===== config.mk =====
export PLATFORM = sky130hd
export DESIGN_NAME = binary_to_decimal_ascii_flat
export DESIGN_NICKNAME = d
export VERILOG_FILES = /design/src/hdl/bdasc_pkg.sv /design/src/hdl/bdasc_if.sv /design/src/hdl/binary_to_decimal_ascii.sv /design/src/flat_wrapper.sv
export SDC_FILE = /design/constraint.sdc
export NUM_CORES = 1
export LEC_CHECK = 0
export BUFFER_PORTS_ARGS = -buffer_cell sky130_fd_sc_hd__buf_4
export CAP_MARGIN = 15
export CORE_MARGIN = 10
export CORE_UTILIZATION = 39
export DETAILED_ROUTE_END_ITERATION = 10
export PLACE_DENSITY_LB_ADDON = 0.25
export SYNTH_ARGS = -nofsm -noshare
export SYNTH_HDL_FRONTEND = slang
export SYNTH_SLANG_ARGS = --single-unit

===== constraint.sdc =====
create_clock -name clock -period 49.2 [get_ports clock]
set_clock_uncertainty 0.1 [all_clocks]
set_input_delay 4.92 -clock clock [delete_from_list [all_inputs] [get_ports clock]]
set_output_delay 4.92 -clock clock [all_outputs]
set_load 0.05 [all_outputs]

===== src/hdl/bdasc_pkg.sv =====
package bdasc_pkg;
   localparam int ValueWidth = 32;
   localparam int CharWidth = 6;
   localparam int DefaultMaxDigits = 10;
   localparam int ValueDigits = 10;
   localparam logic [CharWidth-1:0] AsciiZero = 6'd48;

   typedef struct packed {
      logic [ValueWidth-1:0] value;
   } req_type;

   typedef struct packed {
      logic [CharWidth-1:0] character;
      logic                 last;
   } rsp_type;
endpackage


===== src/hdl/bdasc_if.sv =====
interface bdasc_req_if;
   import bdasc_pkg::*;
   logic    valid;
   logic    ready;
   req_type data;
   modport source (output valid, output data, input ready);
   modport sink (input valid, input data, output ready);
endinterface

interface bdasc_rsp_if;
   import bdasc_pkg::*;
   logic    valid;
   logic    ready;
   rsp_type data;
   modport source (output valid, output data, input ready);
   modport sink (input valid, input data, output ready);
endinterface


===== src/hdl/binary_to_decimal_ascii.sv =====
// Converts an unsigned 32-bit number into its decimal digits as ASCII
// characters, most significant first, without leading zeros; zero gives a
// single '0', and the final character of each number carries last. A number
// passes through a 32-stage double-dabble pipeline, one shift-and-adjust per
// stage, then a digit register that emits one character per cycle while
// rsp.ready is high. A new number can enter each cycle the pipeline moves;
// the emitter holds a number until all of its digits (one to ten) are taken,
// so sustained rate is set by the digit count. Digits above MAX_DIGITS are
// dropped.
module binary_to_decimal_ascii #(
   parameter int MAX_DIGITS = bdasc_pkg::DefaultMaxDigits
) (
   input logic clock,
   input logic reset,
   bdasc_req_if.sink   req,
   bdasc_rsp_if.source rsp
);
   import bdasc_pkg::*;

   localparam int Stages = ValueWidth;
   localparam int BcdWidth = 4 * ValueDigits;
   localparam int NumDigits = (MAX_DIGITS < ValueDigits) ? MAX_DIGITS : ValueDigits;
   localparam int CntWidth = $clog2(NumDigits + 1);
   localparam int IdxWidth = (NumDigits > 1) ? $clog2(NumDigits) : 1;

   logic [Stages:0]          vld_ff;
   logic [ValueWidth-1:0]    bin_ff [Stages+1];
   logic [BcdWidth-1:0]      bcd_ff [Stages+1];
   logic                     advance;

   logic [3:0]               dig_ff [NumDigits];
   logic [3:0]               dig_in [NumDigits];
   logic [CntWidth-1:0]      cnt_ff, cnt_in;
   logic                     busy_ff;
   logic                     load;
   logic [CntWidth-1:0]      ndig;
   logic [IdxWidth-1:0]      idx;

   assign load = vld_ff[Stages] && (!busy_ff || (rsp.ready && cnt_ff == CntWidth'(1)));
   assign advance = !vld_ff[Stages] || load;
   assign req.ready = advance;

   always_ff @(posedge clock) begin
      if (reset) begin
         vld_ff <= '0;
      end else if (advance) begin
         vld_ff <= {vld_ff[Stages-1:0], req.valid};
      end
   end

   always_comb begin
      for (int d = 0; d < NumDigits; d++) begin
         dig_in[d] = bcd_ff[Stages][4*d +: 4];
      end
      ndig = CntWidth'(1);
      for (int d = 1; d < NumDigits; d++) begin
         if ((bcd_ff[Stages] >> (4 * d)) != '0) begin
            ndig = CntWidth'(d + 1);
         end
      end
   end

   always_ff @(posedge clock) begin
      if (advance) begin
         bin_ff[0] <= req.data.value;
         bcd_ff[0] <= '0;
         for (int s = 0; s < Stages; s++) begin
            logic [BcdWidth-1:0] adj;
            adj = bcd_ff[s];
            for (int d = 0; d < ValueDigits; d++) begin
               if (adj[4*d +: 4] >= 4'd5) begin
                  adj[4*d +: 4] = adj[4*d +: 4] + 4'd3;
               end
            end
            bcd_ff[s+1] <= {adj[BcdWidth-2:0], bin_ff[s][ValueWidth-1]};
            bin_ff[s+1] <= {bin_ff[s][ValueWidth-2:0], 1'b0};
         end
      end
   end

   always_ff @(posedge clock) begin
      if (reset) begin
         busy_ff <= 1'b0;
         cnt_ff <= '0;
      end else if (load) begin
         busy_ff <= 1'b1;
         cnt_ff <= ndig;
      end else if (busy_ff && rsp.ready) begin
         cnt_ff <= cnt_ff - CntWidth'(1);
         busy_ff <= (cnt_ff != CntWidth'(1));
      end
   end

   always_ff @(posedge clock) begin
      if (load) begin
         dig_ff <= dig_in;
      end
   end

   assign idx = IdxWidth'(cnt_ff - CntWidth'(1));
   assign rsp.valid = busy_ff;
   assign rsp.data.character = AsciiZero + CharWidth'(dig_ff[idx]);
   assign rsp.data.last = (cnt_ff == CntWidth'(1));
endmodule


===== src/flat_wrapper.sv =====
// flat-port wrapper written by rule: the top's interface ports become plain ports
module binary_to_decimal_ascii_flat import bdasc_pkg::*;
#(
   parameter int MAX_DIGITS = bdasc_pkg::DefaultMaxDigits
)
  (clock, reset, req_valid, req_data, req_ready, rsp_valid, rsp_data, rsp_ready);
  bdasc_req_if req_i ();
  bdasc_rsp_if rsp_i ();
  input logic clock;
  input logic reset;
  input wire logic [$bits(req_i.valid)-1:0] req_valid;
  input wire logic [$bits(req_i.data)-1:0] req_data;
  output wire logic [$bits(req_i.ready)-1:0] req_ready;
  output wire logic [$bits(rsp_i.valid)-1:0] rsp_valid;
  output wire logic [$bits(rsp_i.data)-1:0] rsp_data;
  input wire logic [$bits(rsp_i.ready)-1:0] rsp_ready;
  assign req_i.valid = req_valid;
  assign req_i.data = req_data;
  assign req_ready = req_i.ready;
  assign rsp_valid = rsp_i.valid;
  assign rsp_data = rsp_i.data;
  assign rsp_i.ready = rsp_ready;
  binary_to_decimal_ascii #(.MAX_DIGITS(MAX_DIGITS)) u_core (.clock(clock), .reset(reset), .req(req_i), .rsp(rsp_i));
endmodule

==> results.md <==
* Pwr dens at 58.13 nW/um^2
* GR Util met1 at 0.1041
* Worst slew margin at 0.3002
* Setup CP Type: input pin to primary output
* Layout cell share with drive strength beyond 1 at 0.06022
* TNS Setup at 0 ns
* Crit-path max cell delay at 0.33 ns
* Post-CTS sizing at 0
* Total of max-cap violations at 0
* WHS Path Cells at 0
* Worst Tran Pin Value at 1.050 ns
* Vias in the first global route at 26810
* Avg Cell Area, Syn at 13.88 sq um
* Detailed-router iteration count before antenna repair at 5
* Root Driver: clkbuf_16
* Ant. Diodes at 0
* Post-Syn Instances at 3916
* Dpl cell area at 57100 sq um
* Die Y at 393.3 um
* Non-Filler Instances at 6064
* Synth area leader: edfxtp_1
* Filler cells at 12280
* Design area at 61510 sq um
* Ys async rst share at 0
* Grt ovf at 0
* Fin. max-slew vios at 0
* Layout net count at 4450
* WL final at 70300 um
* Top_reg_cell synth: edfxtp_1
* Detailed Route Iter0 Violations at 1300
* Critical path capture point type: primary output
* Maximum number of pins on one net before global-route repair at 185
* Placed instance count at 5820
* I/O Pins at 45
* Met3 Usage GRT at 0.02569
* Placement row count at 136
* Fin crit share at 0.2319
* Worst skew pair latency at 0.75 ns
* GP Congestion at 0.7257
* Num CTS Buffers at 138
* Hold Crit Class: flop to flop
* Gr busiest metal: met2
* Status: finished, final reports clean
* Vias at 27320
* Count of cell types in the netlist at 40
* Pwr Total at 3.575 mW
* Antenna violations before repair at 1
* Worst-path clk slew at 0.06 ns
* Synth Register Bits at 1286
* First-pass GRT wire length at 121300 um
* Via density at 4.505
* Fmax at 87.66 MHz
* Critical Path AT at 6.39 ns
* Antenna Nets Post-Route at 0
* Initial Util at 0.3938
* Area growth syn-to-layout at 13.18%
* Die width at 393.3 um
* Yosys warnings at 0
* Leakage at 24.88 nW
* GRT Overall Usage at 0.09272
* Cell Chain, Critical Path: buf_4 -> nand4bb_1 -> and3_1 -> buf_4 -> inv_8 -> buf_4
* Crit Path Max Fanout at 56
* Post-DP HPWL at 43500 um
* Critical path required time at 44.18 ns
* CTS Hold Bufs at 0
* CTS tree: yes
* Mapped Area at 54350 sq um
* EDFF count, synth at 1248
* Crit path top cell by count: buf_4
* Peak VDD IR at 0.00003128 V
* Die ar. at 154700 sq um
* Slowest-stage cell, CP: inv_8
* RSZ-0062 raised after global routing: no
* R2R depth at 9
* Post-CTS setup buffer count at 0
* Final min period at 11.41 ns
* # port buffers at 42
* Top cells by area, synth: edfxtp_1 (69%), ha_1 (7.3%), nand2_1 (4.5%), nand2b_1 (3.3%), mux2i_1 (2.9%)
* Fin util at 0.4457
* CTS Sinks at 1286
* Seq/Total Area, Yosys at 0.7036
* Final Hold Violating Endpoints at 0
* Startpoint Class: input pin
* DRC errors left at 0
* Core area at 138000 sq um
* Maximum buffer depth of the clock tree at 3
* GR Layer Usage met2 at 0.1674
* Endpoints failing setup at 0
* Share of the synthesized area in the top cell type at 0.6896
* Wire per inst at 11.59 um
* H-Tree Depth at 4
final timing paths:
kind | start | end | slack [ns]
hold reg to reg | u_core.bcd_ff[0][1197]$_DFFE_PP_ | u_core.bcd_ff[0][1238]$_DFFE_PP_ | 0.30
setup reg to reg | u_core.cnt_ff[0]$_SDFFE_PP0P_ | u_core.bcd_ff[0][440]$_DFFE_PP_ | 43.34
setup / recovery | rsp_ready | req_ready | 37.79
hold / removal | u_core.bcd_ff[0][1197]$_DFFE_PP_ | u_core.bcd_ff[0][1238]$_DFFE_PP_ | 0.30
per-stage QoR:
step / worst slack, ns / hold WS, ns
after floorplan: 5.535 / 0.3003
after global placement: 37.77 / 0.3002
after detailed placement: 37.76 / 0.3045
after CTS: 37.76 / 0.2970
after global routing: 37.61 / 0.3024
final: 37.79 / 0.2973
metal layers:
layer  wire (um)  up-vias
met5           0        -
met2       35830      238
met3        2760      140
met1       30000    12780
li1            -    14160
met4        1706        0
where the power goes:
part	total, mW	internal [mW]	switching, mW
Clock	0.993	0.575	0.417
Sequential	1.77	1.58	0.188
Combinational	0.816	0.386	0.430
flip-flops by register name (all words and copies together), names as in the netlist:
| name | count |
|---|---|
| u_core.vld_ff | 33 |
| u_core.bin_ff | 528 |
| u_core.dig_ff | 40 |
| u_core.cnt_ff | 4 |
| u_core.bcd_ff | 680 |
| u_core.rsp.valid | 1 |
Yosys cell counts (2+ instances only):
cell / count
xnor2_1: 155
clkbuf_1: 13
o21ai_0: 301
o22a_1: 5
nor2b_1: 4
nor4_1: 7
o22ai_1: 4
mux4_2: 8
o21a_1: 7
a21oi_1: 199
inv_1: 320
buf_4: 2
ha_1: 317
mux2i_1: 158
nand2_1: 648
nor2_1: 167
dfxtp_1: 38
o32ai_1: 2
nand2b_1: 289
or4_1: 4
edfxtp_1: 1248
xor2_1: 2
critical path, delay by kind of cell:
family | cells | cell delay [ns]
buffers and inverters | 4 | 0.94
AND/OR/NAND/NOR | 2 | 0.48
cell type report:
class / instances / area (sq um) / share of cell area
inverter: 321 / 1212 / 0.01971
multi-input combinational: 2294 / 14850 / 0.2414
clock inverter: 84 / 848.3 / 0.01379
clock buffer: 160 / 3557 / 0.05783
sequential: 1286 / 38240 / 0.6217
timing repair buffer: 56 / 470.5 / 0.007649
tap: 1863 / 2331 / 0.03790
cells by family (layout without fill, tap and decap cells):
kind of cell,after synthesis,after routing,synth area share
and+or+nand+nor,1126,1126,0.09230
buffers and inverters,337,621,0.02344
muxes,167,167,0.03262
adders and majority gates,317,317,0.07298
DFF,1286,1286,0.7036
other,1,2,0.00006900
xor gates and xnor gates,157,157,0.02530
AOI/OAI and AO/OA,525,525,0.04971
cell usage in the layout (no fill, tap or decap), types with 2 or more instances in the layout:
cell,count
edfxtp_1,1248
nand2_1,648
conb_1,2
clkinv_1,37
o22ai_1,4
nor2b_1,4
clkinv_8,2
bufinv_16,10
buf_12,4
o22a_1,5
mux4_2,8
o32ai_1,2
mux2i_1,158
nand2b_1,289
clkinv_4,2
inv_1,320
nor2_1,167
clkinv_16,6
ha_1,317
xor2_1,2
buf_4,52
o21a_1,7
a21oi_1,198
or4_1,4
clkinv_2,17
nor4_1,7
clkbuf_16,139
clkinvlp_4,4
o21ai_0,301
inv_6,5
dfxtp_1,38
xnor2_1,155
clkbuf_1,21
No activity file was read; power rests on OpenSTA's default activity.
